$ cat config.mk
export PLATFORM = sky130hd
export DESIGN_NAME = bresenham_line_rasterizer_unit
export DESIGN_NICKNAME = d
export VERILOG_FILES = /design/src/blr_pkg.sv /design/src/blr_setup.sv /design/src/blr_step.sv /design/src/bresenham_line_rasterizer_unit.sv
export SDC_FILE = /design/constraint.sdc
export NUM_CORES = 1
export LEC_CHECK = 0
export BUFFER_PORTS_ARGS = -buffer_cell sky130_fd_sc_hd__buf_2
export CAP_MARGIN = 20
export CORE_UTILIZATION = 57
export CTS_BUF_LIST = sky130_fd_sc_hd__clkbuf_4 sky130_fd_sc_hd__clkbuf_8
export DETAILED_ROUTE_END_ITERATION = 10
export PLACE_DENSITY = 0.79
export SLEW_MARGIN = 30
export SYNTH_ARGS = -nofsm -noshare
export SYNTH_HDL_FRONTEND = slang
export SYNTH_HIERARCHICAL = 1
export SYNTH_SLANG_ARGS = --single-unit
$ cat constraint.sdc
create_clock -name clk -period 8.5 [get_ports clk]
set_clock_uncertainty 0.05 [all_clocks]
set_input_delay 2.55 -clock clk [delete_from_list [all_inputs] [get_ports clk]]
set_output_delay 2.55 -clock clk [all_outputs]
set_load 0.1 [all_outputs]
$ cat src/blr_pkg.sv
// Shared types and constants for the line rasterizer.
// No dependencies; imported by every module of the block.
`timescale 1ns / 1ps

package blr_pkg;

	// color field width, fixed by the pixel format
	localparam int COLOR_BITS = 24;

	// item kind carried in the input tuser
	typedef enum logic {
		MODE_LOAD = 1'b0,
		MODE_STEP = 1'b1
	} blr_mode_t;

	// per-line orientation flags
	typedef struct packed {
		logic steep;    // y is the major axis
		logic dir_neg;  // minor coordinate decreases
	} blr_flags_t;

endpackage

$ cat src/blr_setup.sv
// Line setup: picks the major axis, orders endpoints, builds the error terms.
// Depends on blr_pkg for the orientation flag struct.
`timescale 1ns / 1ps

module blr_setup import blr_pkg::*; #(
	parameter int COORD_BITS = 12
) (
	input  logic signed [COORD_BITS-1:0] x0,
	input  logic signed [COORD_BITS-1:0] y0,
	input  logic signed [COORD_BITS-1:0] x1,
	input  logic signed [COORD_BITS-1:0] y1,
	output logic signed [COORD_BITS-1:0] major_init,
	output logic signed [COORD_BITS-1:0] minor_init,
	output logic signed [COORD_BITS-1:0] major_stop,
	output logic        [COORD_BITS:0]   twice_minor,
	output logic signed [COORD_BITS+1:0] twice_diff,
	output logic signed [COORD_BITS+2:0] err_init,
	output blr_flags_t                   flags,
	output logic                         zero_len
);

	logic signed [COORD_BITS:0]   dx, dy, ndx, ndy, dmaj_raw, dmin_raw;
	logic        [COORD_BITS-1:0] adx, ady, dmaj, dmin;
	logic signed [COORD_BITS-1:0] maj0, maj1, min0, min1;
	logic                         steep, swapped;
	logic        [COORD_BITS+1:0] diff;

	// signed deltas and their magnitudes
	always_comb begin
		dx  = $signed({x1[COORD_BITS-1], x1}) - $signed({x0[COORD_BITS-1], x0});
		dy  = $signed({y1[COORD_BITS-1], y1}) - $signed({y0[COORD_BITS-1], y0});
		ndx = -dx;
		ndy = -dy;
		adx = dx[COORD_BITS] ? ndx[COORD_BITS-1:0] : dx[COORD_BITS-1:0];
		ady = dy[COORD_BITS] ? ndy[COORD_BITS-1:0] : dy[COORD_BITS-1:0];
	end

	// axis choice and endpoint ordering
	always_comb begin
		steep    = adx < ady;
		dmaj_raw = steep ? dy : dx;
		dmin_raw = steep ? dx : dy;
		dmaj     = steep ? ady : adx;
		dmin     = steep ? adx : ady;
		maj0     = steep ? y0 : x0;
		maj1     = steep ? y1 : x1;
		min0     = steep ? x0 : y0;
		min1     = steep ? x1 : y1;
		swapped  = dmaj_raw[COORD_BITS];

		major_init = swapped ? maj1 : maj0;
		major_stop = swapped ? maj0 : maj1;
		minor_init = swapped ? min1 : min0;

		flags.steep   = steep;
		flags.dir_neg = (dmin_raw != '0) && (dmin_raw[COORD_BITS] != swapped);
		zero_len      = (dmaj == '0);
	end

	// error term constants
	always_comb begin
		twice_minor = {dmin, 1'b0};
		diff        = {2'b00, dmin} - {2'b00, dmaj};
		twice_diff  = $signed({diff[COORD_BITS:0], 1'b0});
		err_init    = $signed({2'b00, dmin, 1'b0} - {3'b000, dmaj});
	end

endmodule

$ cat src/blr_step.sv
// Pixel step: emits the current pixel and advances the error term one column.
// Depends on blr_pkg for the orientation flag struct.
`timescale 1ns / 1ps

module blr_step import blr_pkg::*; #(
	parameter int COORD_BITS = 12
) (
	input  logic signed [COORD_BITS-1:0] major_pos,
	input  logic signed [COORD_BITS-1:0] minor_pos,
	input  logic signed [COORD_BITS-1:0] major_stop,
	input  logic signed [COORD_BITS+2:0] err,
	input  logic        [COORD_BITS:0]   twice_minor,
	input  logic signed [COORD_BITS+1:0] twice_diff,
	input  blr_flags_t                   flags,
	output logic signed [COORD_BITS-1:0] pixel_x,
	output logic signed [COORD_BITS-1:0] pixel_y,
	output logic signed [COORD_BITS-1:0] major_nx,
	output logic signed [COORD_BITS-1:0] minor_nx,
	output logic signed [COORD_BITS+2:0] err_nx,
	output logic                         last
);

	logic signed [COORD_BITS:0] major_inc;

	// current pixel in screen axes
	always_comb begin
		pixel_x = flags.steep ? minor_pos : major_pos;
		pixel_y = flags.steep ? major_pos : minor_pos;
	end

	// error update and minor move
	always_comb begin
		if (err > 0) begin
			minor_nx = flags.dir_neg ? minor_pos - {{(COORD_BITS-1){1'b0}}, 1'b1}
				: minor_pos + {{(COORD_BITS-1){1'b0}}, 1'b1};
			err_nx   = err + {{1{twice_diff[COORD_BITS+1]}}, twice_diff};
		end else begin
			minor_nx = minor_pos;
			err_nx   = err + $signed({2'b00, twice_minor});
		end
	end

	// major advance and end test
	always_comb begin
		major_inc = $signed({major_pos[COORD_BITS-1], major_pos})
			+ $signed({{COORD_BITS{1'b0}}, 1'b1});
		major_nx  = major_inc[COORD_BITS-1:0];
		last      = major_inc >= $signed({major_stop[COORD_BITS-1], major_stop});
	end

endmodule

$ cat src/bresenham_line_rasterizer_unit.sv
// Top level of the Bresenham line rasterizer: beat registers and line state.
// Depends on blr_pkg, blr_setup and blr_step.
//
//  channel   dir  tdata (low bit up)                          side
//  s_axis    in   x_start, y_start, x_end, y_end, line_color  tuser: mode
//  m_axis    out  pixel_x, pixel_y, pixel_color               tlast: last_pixel
//
// One beat in, one pixel out per clock unless stalled; registered at input and result.
// The path per cycle is line setup feeding one error-term step, input register to result.
// Reset clears the line state; the block comes up idle with no line loaded.
// A stalled output holds its pixel and stops the input register behind it.
// Step beats with no line loaded and zero-length loads produce no pixel.
`timescale 1ns / 1ps

module bresenham_line_rasterizer_unit import blr_pkg::*; #(
	parameter int COORD_BITS = 12
) (
	input  logic                                          clk,
	input  logic                                          arst_n,
	input  logic                                          s_axis_tvalid,
	output logic                                          s_axis_tready,
	// x_start, y_start, x_end, y_end, line_color
	input  logic [((4*COORD_BITS+COLOR_BITS+7)/8)*8-1:0] s_axis_tdata,
	// mode
	input  logic                                          s_axis_tuser,
	output logic                                          m_axis_tvalid,
	input  logic                                          m_axis_tready,
	// pixel_x, pixel_y, pixel_color
	output logic [((2*COORD_BITS+COLOR_BITS+7)/8)*8-1:0] m_axis_tdata,
	output logic                                          m_axis_tlast
);

	localparam int C          = COORD_BITS;
	localparam int OUT_DATA_W = ((2*COORD_BITS+COLOR_BITS+7)/8)*8;

	// input register
	logic                   valid_s1;
	blr_mode_t              mode_s1;
	logic signed [C-1:0]    x0_s1, y0_s1, x1_s1, y1_s1;
	logic [COLOR_BITS-1:0]  color_s1;

	// line state
	logic signed [C-1:0]    major_q, minor_q, stop_q;
	logic signed [C+2:0]    err_q;
	logic        [C:0]      tmd_q;
	logic signed [C+1:0]    tdd_q;
	blr_flags_t             flags_q;
	logic                   active_q;
	logic [COLOR_BITS-1:0]  color_q;

	// result register
	logic                   out_valid_q;
	logic signed [C-1:0]    pixel_x_q, pixel_y_q;
	logic [COLOR_BITS-1:0]  pixel_color_q;
	logic                   last_q;

	// setup outputs
	logic signed [C-1:0]    su_major, su_minor, su_stop;
	logic        [C:0]      su_tmd;
	logic signed [C+1:0]    su_tdd;
	logic signed [C+2:0]    su_err;
	blr_flags_t             su_flags;
	logic                   su_zero;

	// operands for the step
	logic signed [C-1:0]    cur_major, cur_minor, cur_stop;
	logic        [C:0]      cur_tmd;
	logic signed [C+1:0]    cur_tdd;
	logic signed [C+2:0]    cur_err;
	blr_flags_t             cur_flags;

	// step outputs
	logic signed [C-1:0]    st_px, st_py, st_major, st_minor;
	logic signed [C+2:0]    st_err;
	logic                   st_last;

	logic                   is_load, emit, fire;

	blr_setup #(.COORD_BITS(COORD_BITS)) u_setup (
		.x0          (x0_s1),
		.y0          (y0_s1),
		.x1          (x1_s1),
		.y1          (y1_s1),
		.major_init  (su_major),
		.minor_init  (su_minor),
		.major_stop  (su_stop),
		.twice_minor (su_tmd),
		.twice_diff  (su_tdd),
		.err_init    (su_err),
		.flags       (su_flags),
		.zero_len    (su_zero)
	);

	// a load steps from fresh setup values, a step beat from the held line
	always_comb begin
		is_load   = (mode_s1 == MODE_LOAD);
		cur_major = is_load ? su_major : major_q;
		cur_minor = is_load ? su_minor : minor_q;
		cur_stop  = is_load ? su_stop  : stop_q;
		cur_tmd   = is_load ? su_tmd   : tmd_q;
		cur_tdd   = is_load ? su_tdd   : tdd_q;
		cur_err   = is_load ? su_err   : err_q;
		cur_flags = is_load ? su_flags : flags_q;
		emit      = is_load ? !su_zero : active_q;
	end

	blr_step #(.COORD_BITS(COORD_BITS)) u_step (
		.major_pos   (cur_major),
		.minor_pos   (cur_minor),
		.major_stop  (cur_stop),
		.err         (cur_err),
		.twice_minor (cur_tmd),
		.twice_diff  (cur_tdd),
		.flags       (cur_flags),
		.pixel_x     (st_px),
		.pixel_y     (st_py),
		.major_nx    (st_major),
		.minor_nx    (st_minor),
		.err_nx      (st_err),
		.last        (st_last)
	);

	// handshake: the held beat moves on when the result register can take it
	assign fire          = valid_s1 && (!out_valid_q || m_axis_tready);
	assign s_axis_tready = !valid_s1 || fire;

	// input register valid
	always_ff @(posedge clk or negedge arst_n) begin
		if (!arst_n) begin
			valid_s1 <= 1'b0;
		end else if (s_axis_tready) begin
			valid_s1 <= s_axis_tvalid;
		end
	end

	// input register payload
	always_ff @(posedge clk) begin
		if (s_axis_tready && s_axis_tvalid) begin
			mode_s1  <= blr_mode_t'(s_axis_tuser);
			x0_s1    <= s_axis_tdata[C-1:0];
			y0_s1    <= s_axis_tdata[2*C-1:C];
			x1_s1    <= s_axis_tdata[3*C-1:2*C];
			y1_s1    <= s_axis_tdata[4*C-1:3*C];
			color_s1 <= s_axis_tdata[4*C+COLOR_BITS-1:4*C];
		end
	end

	// line state update
	always_ff @(posedge clk or negedge arst_n) begin
		if (!arst_n) begin
			major_q  <= '0;
			minor_q  <= '0;
			stop_q   <= '0;
			err_q    <= '0;
			tmd_q    <= '0;
			tdd_q    <= '0;
			flags_q  <= '0;
			active_q <= 1'b0;
			color_q  <= '0;
		end else if (fire) begin
			if (is_load) begin
				stop_q  <= su_stop;
				tmd_q   <= su_tmd;
				tdd_q   <= su_tdd;
				flags_q <= su_flags;
				color_q <= color_s1;
			end
			major_q  <= emit ? st_major : cur_major;
			minor_q  <= emit ? st_minor : cur_minor;
			err_q    <= emit ? st_err   : cur_err;
			active_q <= emit && !st_last;
		end
	end

	// result register valid
	always_ff @(posedge clk or negedge arst_n) begin
		if (!arst_n) begin
			out_valid_q <= 1'b0;
		end else if (fire) begin
			out_valid_q <= emit;
		end else if (m_axis_tready) begin
			out_valid_q <= 1'b0;
		end
	end

	// result register payload
	always_ff @(posedge clk) begin
		if (fire && emit) begin
			pixel_x_q     <= st_px;
			pixel_y_q     <= st_py;
			pixel_color_q <= is_load ? color_s1 : color_q;
			last_q        <= st_last;
		end
	end

	assign m_axis_tvalid = out_valid_q;
	assign m_axis_tdata  = OUT_DATA_W'({pixel_color_q, pixel_y_q, pixel_x_q});
	assign m_axis_tlast  = last_q;

	// a beat that plots nothing leaves the output empty
	assert property (@(posedge clk) disable iff (!arst_n)
		(fire && !emit) |=> !m_axis_tvalid)
		else $error("output valid after a beat with no pixel");

	// an active line has not yet reached its stop coordinate
	assert property (@(posedge clk) disable iff (!arst_n)
		active_q |-> (major_q < stop_q))
		else $error("active line past its end");

	// the final pixel closes the line
	assert property (@(posedge clk) disable iff (!arst_n)
		(fire && emit && st_last) |=> (!active_q && m_axis_tlast))
		else $error("line still active after its last pixel");

	// an empty result register never blocks the input
	assert property (@(posedge clk) disable iff (!arst_n)
		!out_valid_q |-> s_axis_tready)
		else $error("input stalled with empty output");

endmodule
==> results of run 1 <==
==> synthesized netlist by cell type, drive strengths merged, types with 15 or more instances <==
library cell	instances
mux2	193
a21oi	147
edfxtp	122
nor2	114
nand2	111
o21ai	109
dfrtp	107
ha	99
inv	74
xnor2	64
buf	58
nor3	52
o31ai	49
xor2	37
mux2i	34
clkbuf	32
a31oi	30
a211oi	24
nand3	24
a21o	18
o21a	15
==> stage by stage <==
step                hold WS (ps)  setup slack [ps]  utilization (%)
floorplan                    421              48.2                -
finish                       455               433             64.9
global placement             430               212             61.1
global route                 465             -49.0             64.9
detailed placement           442              45.4             61.1
CTS                          455               102             64.0
==> state kept, by name, indices dropped and copies added, names as in the netlist, 13 cells and up <==
signal         cells
pixel_color_q     24
color_q           24
color_s1          24
tdd_q             14
err_q             15
tmd_q             13
==> final timing paths <==
check                               start     endpoint  slack [ps]  depth (start not counted)
worst min register to register  tmd_q[12]    tmd_q[12]         460                          1
max in group asynchronous          arst_n     err_q[4]        5030                          2
worst max register to register   y0_s1[0]    err_q[13]         430                         35
worst max-delay path             y0_s1[0]    err_q[13]         430                         35
min in group asynchronous          arst_n  color_q[19]        2010                          1
worst min-delay path            tmd_q[12]    tmd_q[12]         460                          1
==> critical path: cells and delay by family (launching register included) <==
kind / cells / cell delay, ps
buf+inv: 3 / 420
xor+xnor: 2 / 670
compound gates: 18 / 3380
flops: 1 / 420
simple gates: 5 / 880
mux: 2 / 420
fa+ha+maj: 5 / 1620
==> metal layers <==
metal | share of wire, % | global-route usage (%) | up-vias | wire (um)
met4 | 3.9 | 11.7 | 0 | 1780
met2 | 48 | 48.7 | 582 | 21900
li1 | - | - | 6495 | -
met3 | 6.3 | 3.61 | 119 | 2860
met1 | 41 | 37.9 | 6769 | 18700
met5 | 0 | 0 | - | 0
==> final cells by class <==
| class | instances | area [um2] | share of cell area [%] |
|---|---|---|---|
| clock inverter | 15 | 138 | 0.718 |
| tap | 390 | 488 | 2.54 |
| sequential | 229 | 6340 | 33.1 |
| clock buffer | 59 | 712 | 3.71 |
| inverter | 76 | 290 | 1.51 |
| timing repair inverter | 1 | 5.00 | 0.0261 |
| timing repair buffer | 171 | 1030 | 5.36 |
| multi-input combinational | 1295 | 10200 | 53.1 |
==> what timing repair did <==
item	CTS	global route
endpoints found under the setup margin	2	29
buffers inserted	0	4
pin swaps	0	9
gates cloned	0	2
gates resized for setup	1	39
==> kinds of logic after synthesis <==
logic type | after synthesis | synth area share, %
adder cells (fa/ha/maj) | 107 | 8.01
AO/OA/AOI/OAI | 455 | 17.2
multiplexers | 227 | 15.8
other | 1 | 0.0219
XOR/XNOR | 101 | 5.63
flip-flops | 229 | 37.1
AND/OR/NAND/NOR | 402 | 11.5
buffers and inverters | 166 | 4.71
==> flow_summary.yaml, run 1 <==
final_layout:
  diodes: 0
  final_cell_mix: "mux2_2 (142), a21oi_1 (137), buf_2 (126), edfxtp_1 (122), nor2_1 (110)"
  finalInstanceArea_um2: 19200
  fin_nets: 1996
  n_fill_cell: 2362
  drive_gt1_share_pct: 28.3
  layout_commonest_cell: "mux2_2"
  instances_no_fill: 2236
  area_growth_syn_to_layout_pct: 12.2
logic_synthesis:
  ys_top_cells_by_area: "edfxtp_1 (21%), dfrtp_1 (16%), mux2_2 (9.4%)"
  async_flop_share_pct: 46.7
  ys_ff_latch: 229
  ys_types: 102
  ys_seq_area_share_pct: 37.1
  synth_flop_cell: "edfxtp_1"
  synth_top_area_cell: "edfxtp_1"
  synth_area_um2: 17100
  synth_top_area_share_pct: 21.4
  postSynthCellCount: 1688
  ys_warn_count: 6
  avgSynthCellArea_um2: 10.1
  synth_edf_count: 122
detailed_routing:
  ant_nets: 0
  routed_via_density: 6.25
  wirelength_um: 45300
  drc: 0
  vias: 14000
  first_iter_violations: 1095
  wl_per_cell_um: 20.3
  first_pass_iters: 6
die:
  ios: 128
  die_h_um: 175
  coreArea_um2: 29600
  dieArea_um2: 30700
  die_x_um: 175
  rows: 63
  initial_utilization_pct: 57.8
hold_path:
  hold_path_class: "reg2reg"
sta:
  maxSlewViolCount: 0
  setup_viol: 0
  fin_crit_ps: 8070
  fmax_mhz: 124
  finalHoldViolCount: 0
  worst_slew_pin_slew_ps: 972
  setup_tns_ps: 0
  period_share_pct: 94.9
  relSlewSlack_pct: 35.2
cts:
  cts_tree: "built"
  cts_sinks: 229
  holdBufCountCts: 0
  cts_max_path_buffers: 3
  cts_made_buffers: 41
  htreeDepth: 2
  cts_root_buffer: "clkbuf_8"
  path_clk_slew_ps: 60
  clk_latency_ps: 580
place:
  gp_congestion: 0.952
  place_hpwl_um: 31900
  placed_area_um2: 18100
  dp.cells: 2155
  port_buffers: 127
worst_setup_path:
  end_kind: "flip-flop"
  max_stage_delay_ps: 490
  crit_type: "reg2reg"
  critical-path-slowest-cell: "o21ai_0"
  critPathMaxFanout: 8
  required_ps: 8840
  startpoint_type: "flip-flop"
  cp_common_cell: "a21o_1"
  arrival_ps: 8410
global_route:
  grt_overflow: 0
  grt_usage_pct: 29.0
  grt_pass1_vias: 13400
  grt_max_degree: 109
  grt_pass1_wl_um: 71200
  antenna_found_initial: 0
status:
  status: "finished clean"
job:
  cap_viol_max_count: 0
Power of run 1 is not shown: default switching activity piles up to over one toggle a cycle in this logic, so the estimate is an artifact.
==> inputs of run 2 (changes only) <==
Settings changed: ABC_AREA set to 1, CELL_PAD_IN_SITES_DETAIL_PLACEMENT set to 2, CELL_PAD_IN_SITES_GLOBAL_PLACEMENT set to 2, CORE_UTILIZATION 57 to 32, PLACE_DENSITY 0.79 to not set, PLACE_DENSITY_LB_ADDON set to 0.1.
==> flow_summary.yaml, run 2 <==
status:
  status: "finished clean"
place:
  dp.cells: 3574
  place_hpwl_um: 54700
  gp_congestion: 0.876
  port_buffers: 127
  pre_cts_ws_ps: 370
sta:
  finalHoldViolCount: 0
  fin_crit_ps: 7700
  setup_viol: 0
  maxSlewViolCount: 0
  whs_ps: 434
  relSlewSlack_pct: 41.0
  setup_slack_ps: 801
  worst_slew_pin_slew_ps: 886
  fmax_mhz: 130
  period_share_pct: 90.6
final_layout:
  fin_util_pct: 36.2
  drive_gt1_share_pct: 12.5
  instances_no_fill: 3663
  area_growth_syn_to_layout_pct: 12.0
  reg_top3: "color_q x24, color_s1 x24, pixel_color_q x24"
  layout_commonest_cell: "nand2_1"
  fin_nets: 3043
  n_fill_cell: 7067
  final_cell_mix: "nand2_1 (946), inv_1 (517), nand3_1 (208), o21ai_0 (180), buf_2 (126)"
logic_synthesis:
  synth.most_common_cell: "nand2_1"
  postSynthCellCount: 2752
  ys_seq_area_share_pct: 34.0
  ys_top_cells_by_area: "edfxtp_1 (20%), nand2_1 (19%), dfrtp_1 (14%)"
  ys_ff_latch: 229
  avgSynthCellArea_um2: 6.78
  synth_edf_count: 122
  ys_warn_count: 6
  synth_area_um2: 18700
  synth_top_area_cell: "edfxtp_1"
  async_flop_share_pct: 46.7
  ys_types: 51
  netlist_top_cells_count: "nand2_1 (946), inv_1 (520), nand3_1 (208)"
  synth_flop_cell: "edfxtp_1"
  synth_top_area_share_pct: 19.6
detailed_routing:
  wl_per_cell_um: 19.2
  drc: 0
  routed_via_density: 4.92
  first_iter_violations: 622
  ant_nets: 0
  first_pass_iters: 5
  vias: 18000
  wirelength_um: 70300
worst_setup_path:
  crit_type: "reg2reg"
  rr_endpoint: "err_q[12]"
  startpoint_type: "flip-flop"
  end_kind: "flip-flop"
  arrival_ps: 8190
  critical-path-slowest-cell: "edfxtp_1"
  path_delay_family: "simple AND/OR/NAND/NOR gates"
  cp_common_cell: "nand2_1"
  rr_startpoint: "y0_s1[0]"
  r2r_setup_slack_ps: 800
  max_stage_delay_ps: 410
  cp_num_buf_inv: 9
  required_ps: 8990
  critPathMaxFanout: 14
  r2r_cells: 52
global_route:
  grt_pass1_wl_um: 111000
  antenna_found_initial: 1
  grt_pass1_vias: 19700
  grt_max_degree: 93
  grt_overflow: 0
  grt_usage_pct: 23.9
cts:
  cts_max_path_buffers: 3
  clk_latency_ps: 660
  path_clk_slew_ps: 60
  holdBufCountCts: 0
  htreeDepth: 2
  cts_made_buffers: 46
  cts_sinks: 229
  cts_root_buffer: "clkbuf_8"
  cts_tree: "built"
hold_path:
  hp-start: "major_q[9]"
  min_path_cells: 2
  holdPathEnd: "major_q[9]"
  hold_path_class: "reg2reg"
die:
  die_x_um: 243
  dieArea_um2: 59300
  coreArea_um2: 57700
  initial_utilization_pct: 32.3
  die_h_um: 243
  ios: 128
  rows: 88
job:
  cap_viol_max_count: 0
run 2: changes by cell type after synthesis, sizes merged, moves of 49 or more:
| cell | delta |
|---|---|
| xnor2 | -55 |
| nand2 | +865 |
| mux2 | -193 |
| o31ai | -49 |
| inv | +460 |
| a21oi | -76 |
| o21ai | +165 |
| nand3 | +193 |
run 2: timing repair:
action | CTS | global route
setup endpoints to repair | 0 | 29
buffers inserted | 0 | 4
gates resized for setup | 0 | 9
run 2: metrics by stage:
step	setup TNS (ps)	area [um2]
after detailed placement	0	19800
after global routing	-5.28	20900
after floorplan	0	18700
final	0	20900
after CTS	0	20800
after global placement	0	19800
run 2: logic make-up (layout without fill, tap and decap cells):
| group | Yosys count | in the layout | share of synthesized area [%] |
|---|---|---|---|
| xor gates and xnor gates | 55 | 55 | 2.68 |
| other | 1 | 3 | 0.0201 |
| buffers and inverters | 627 | 770 | 13.9 |
| AOI/OAI and AO/OA | 377 | 377 | 11.8 |
| and+or+nand+nor | 1359 | 1360 | 30.5 |
| adders and majority gates | 104 | 104 | 7.18 |
| DFF | 229 | 229 | 34.0 |
run 2: per-layer routing:
| metal | vias up | GRT usage [%] | routed length [um] |
|---|---|---|---|
| li1 | 8860 | - | - |
| met5 | - | 0 | 0 |
| met2 | 169 | 44.0 | 36100 |
| met1 | 8922 | 29.3 | 31100 |
| met3 | 86 | 2.50 | 1410 |
| met4 | 0 | 6.42 | 1630 |
run 2: worst max-delay path by stage:
stage	from	end	slack [ps]	cells after the start
final	y0_s1[0]	err_q[12]	800	52
after global routing	y0_s1[0]	err_q[13]	-5	56
after CTS	y0_s1[0]	err_q[14]	320	45
after detailed placement	y0_s1[0]	err_q[12]	370	48
after global placement	y0_s1[0]	err_q[14]	610	45
after floorplan	y0_s1[0]	err_q[12]	1960	53
run 2: area by class of cell:
cell class | count | area (um2) | share of cell area (%)
antenna | 1 | 2.50 | 0.0120
clock buffer | 61 | 746 | 3.57
clock inverter | 22 | 184 | 0.881
inverter | 534 | 2020 | 9.66
multi-input combinational | 1898 | 9790 | 46.9
sequential | 229 | 6340 | 30.4
tap | 765 | 957 | 4.58
timing repair buffer | 153 | 848 | 4.06
run 2: worst min-delay path, stage by stage, from the launching register on:
cell     delay (ps)
dfrtp_1         340
nand2_1          50
nand2_1          60
Power of run 2 is left out for the same reason.
==> inputs of run 3 (changes only) <==
Settings changed: CORE_UTILIZATION 32 to 33, CTS_CLUSTER_SIZE set to 24, SYNTH_HIERARCHICAL 1 to not set.
==> flow_summary.yaml, run 3 <==
logic_synthesis:
  synth_top_area_share_pct: 22.0
  async_flop_share_pct: 46.7
  synth_edf_count: 122
  synth_area_um2: 16700
  synth_top_area_cell: "edfxtp_1"
  ys_seq_area_share_pct: 38.1
  ys_types: 51
  ys_top_cells_by_area: "edfxtp_1 (22%), dfrtp_1 (16%), nand2_1 (15%)"
  avgSynthCellArea_um2: 7.38
  netlist_top_cells_count: "nand2_1 (675), inv_1 (278), o21ai_0 (242)"
  syn-num-nets: 2435
  synth.most_common_cell: "nand2_1"
  postSynthCellCount: 2255
  ys_warn_count: 0
  ys_ff_latch: 229
  synth_flop_cell: "edfxtp_1"
die:
  dieArea_um2: 51400
  coreArea_um2: 49400
  rows: 81
  die_h_um: 227
  die_x_um: 227
  ios: 128
  initial_utilization_pct: 33.7
place:
  dp.cells: 2997
  gp_congestion: 0.892
  port_buffers: 127
  place_hpwl_um: 48300
worst_setup_path:
  startpoint_type: "flip-flop"
  critical-path-slowest-cell: "o31ai_1"
  max_stage_delay_ps: 410
  crit_type: "reg2reg"
  required_ps: 8970
  end_kind: "flip-flop"
  critPathMaxFanout: 26
  arrival_ps: 8410
  cp_common_cell: "nand2_1"
sta:
  setup_tns_ps: 0
  worst_slew_pin_slew_ps: 895
  finalHoldViolCount: 0
  maxSlewViolCount: 0
  relSlewSlack_pct: 39.7
  fin_crit_ps: 7940
  period_share_pct: 93.5
  fmax_mhz: 126
  setup_viol: 0
cts:
  path_clk_slew_ps: 60
  cts_max_path_buffers: 3
  cts_sinks: 229
  holdBufCountCts: 0
  cts_made_buffers: 46
  htreeDepth: 2
  cts_tree: "built"
  clk_latency_ps: 630
  cts_root_buffer: "clkbuf_8"
hold_path:
  hold_path_class: "reg2reg"
final_layout:
  fin_nets: 2568
  n_fill_cell: 5868
  drive_gt1_share_pct: 13.6
  instances_no_fill: 3085
  area_growth_syn_to_layout_pct: 14.6
  diodes: 0
  final_cell_mix: "nand2_1 (674), inv_1 (277), o21ai_0 (236), nand3_1 (168), buf_2 (126)"
  layout_commonest_cell: "nand2_1"
  reg_top3: "color_q x24, color_s1 x24, pixel_color_q x24"
detailed_routing:
  first_iter_violations: 487
  first_pass_iters: 5
  wl_per_cell_um: 20.2
  routed_via_density: 5.15
  drc: 0
  wirelength_um: 62500
  vias: 15900
  ant_nets: 0
job:
  cap_viol_max_count: 0
global_route:
  grt_pass1_vias: 17500
  grt_pass1_wl_um: 98000
  busiest_layer: "met2"
  met1_usage_pct: 30.2
  grt_overflow: 0
  grt_max_degree: 63
  met2_usage_pct: 44.7
  antenna_found_initial: 0
  grt_usage_pct: 24.8
  grtUsageMet3_pct: 2.81
status:
  status: "finished clean"
==> run 3: cell count changes after synthesis, moves of 32 or more <==
cell     previous run  this run
nand3_1           208       168
o21ai_2            54         6
o21ai_0           181       242
nand2_1           946       675
a21oi_1            66        98
inv_1             520       278
==> run 3: per-stage QoR <==
step | cell area, um2 | util [%] | worst slack (ps) | hold WS [ps]
floorplan | 16700 | - | 1270 | 391
global placement | 18000 | 36.4 | 540 | 409
detailed placement | 18000 | 36.4 | 280 | 419
CTS | 19000 | 38.4 | 262 | 435
global route | 19100 | 38.7 | -4.19 | 453
finish | 19100 | 38.7 | 555 | 434
==> run 3: layout make-up <==
class | instances | area [um2] | area share [%]
Clock buffer | 61 | 764 | 4.01
Clock inverter | 20 | 226 | 1.19
Inverter | 294 | 1110 | 5.82
Multi-Input combinational cell | 1651 | 8870 | 46.5
Sequential cell | 229 | 6340 | 33.2
Tap cell | 664 | 831 | 4.35
Timing Repair Buffer | 166 | 938 | 4.92
==> run 3: metal layers <==
layer	share of wire, %	vias up	wire length (um)
li1	-	7692	-
met1	43	7937	27000
met2	52	165	32300
met3	2.0	83	1260
met4	3.1	0	1960
met5	0	-	0
==> run 3: worst paths after layout <==
check / from / to / slack [ps] / depth (start not counted)
min in group asynchronous: arst_n / err_q[2] / 1900 / 1
worst min-delay path: stop_q[11] / stop_q[11] / 430 / 2
worst min register to register: stop_q[11] / stop_q[11] / 430 / 2
worst max register to register: x1_s1[0] / err_q[14] / 560 / 45
max in group asynchronous: arst_n / major_q[5] / 5310 / 2
worst max-delay path: x1_s1[0] / err_q[14] / 560 / 45
==> run 3: critical path, delay by kind of cell, from the launching register on <==
| family | cells | cell delay [ps] |
|---|---|---|
| fa+ha+maj | 5 | 1580 |
| simple gates | 23 | 2690 |
| compound gates | 9 | 1880 |
| buf+inv | 6 | 700 |
| flops | 1 | 320 |
| xor+xnor | 2 | 620 |
==> run 3: logic make-up (layout without fill, tap and decap cells) <==
kind of cell    count (synthesis)  count (layout)  share of synthesized area, %
buf+inv                       375             541                          9.12
simple gates                 1031            1031                          26.4
compound gates                446             446                          14.6
xor+xnor                       69              69                          3.67
fa+ha+maj                     103             103                          8.01
mux                             2               2                         0.120
flops                         229             229                          38.1
==> run 3: what timing repair did <==
action	4_1_cts	5_1_grt
resized for setup	0	18
setup buffers	0	7
endpoints found under the setup margin	0	7
Power of run 3 is left out for the same reason.
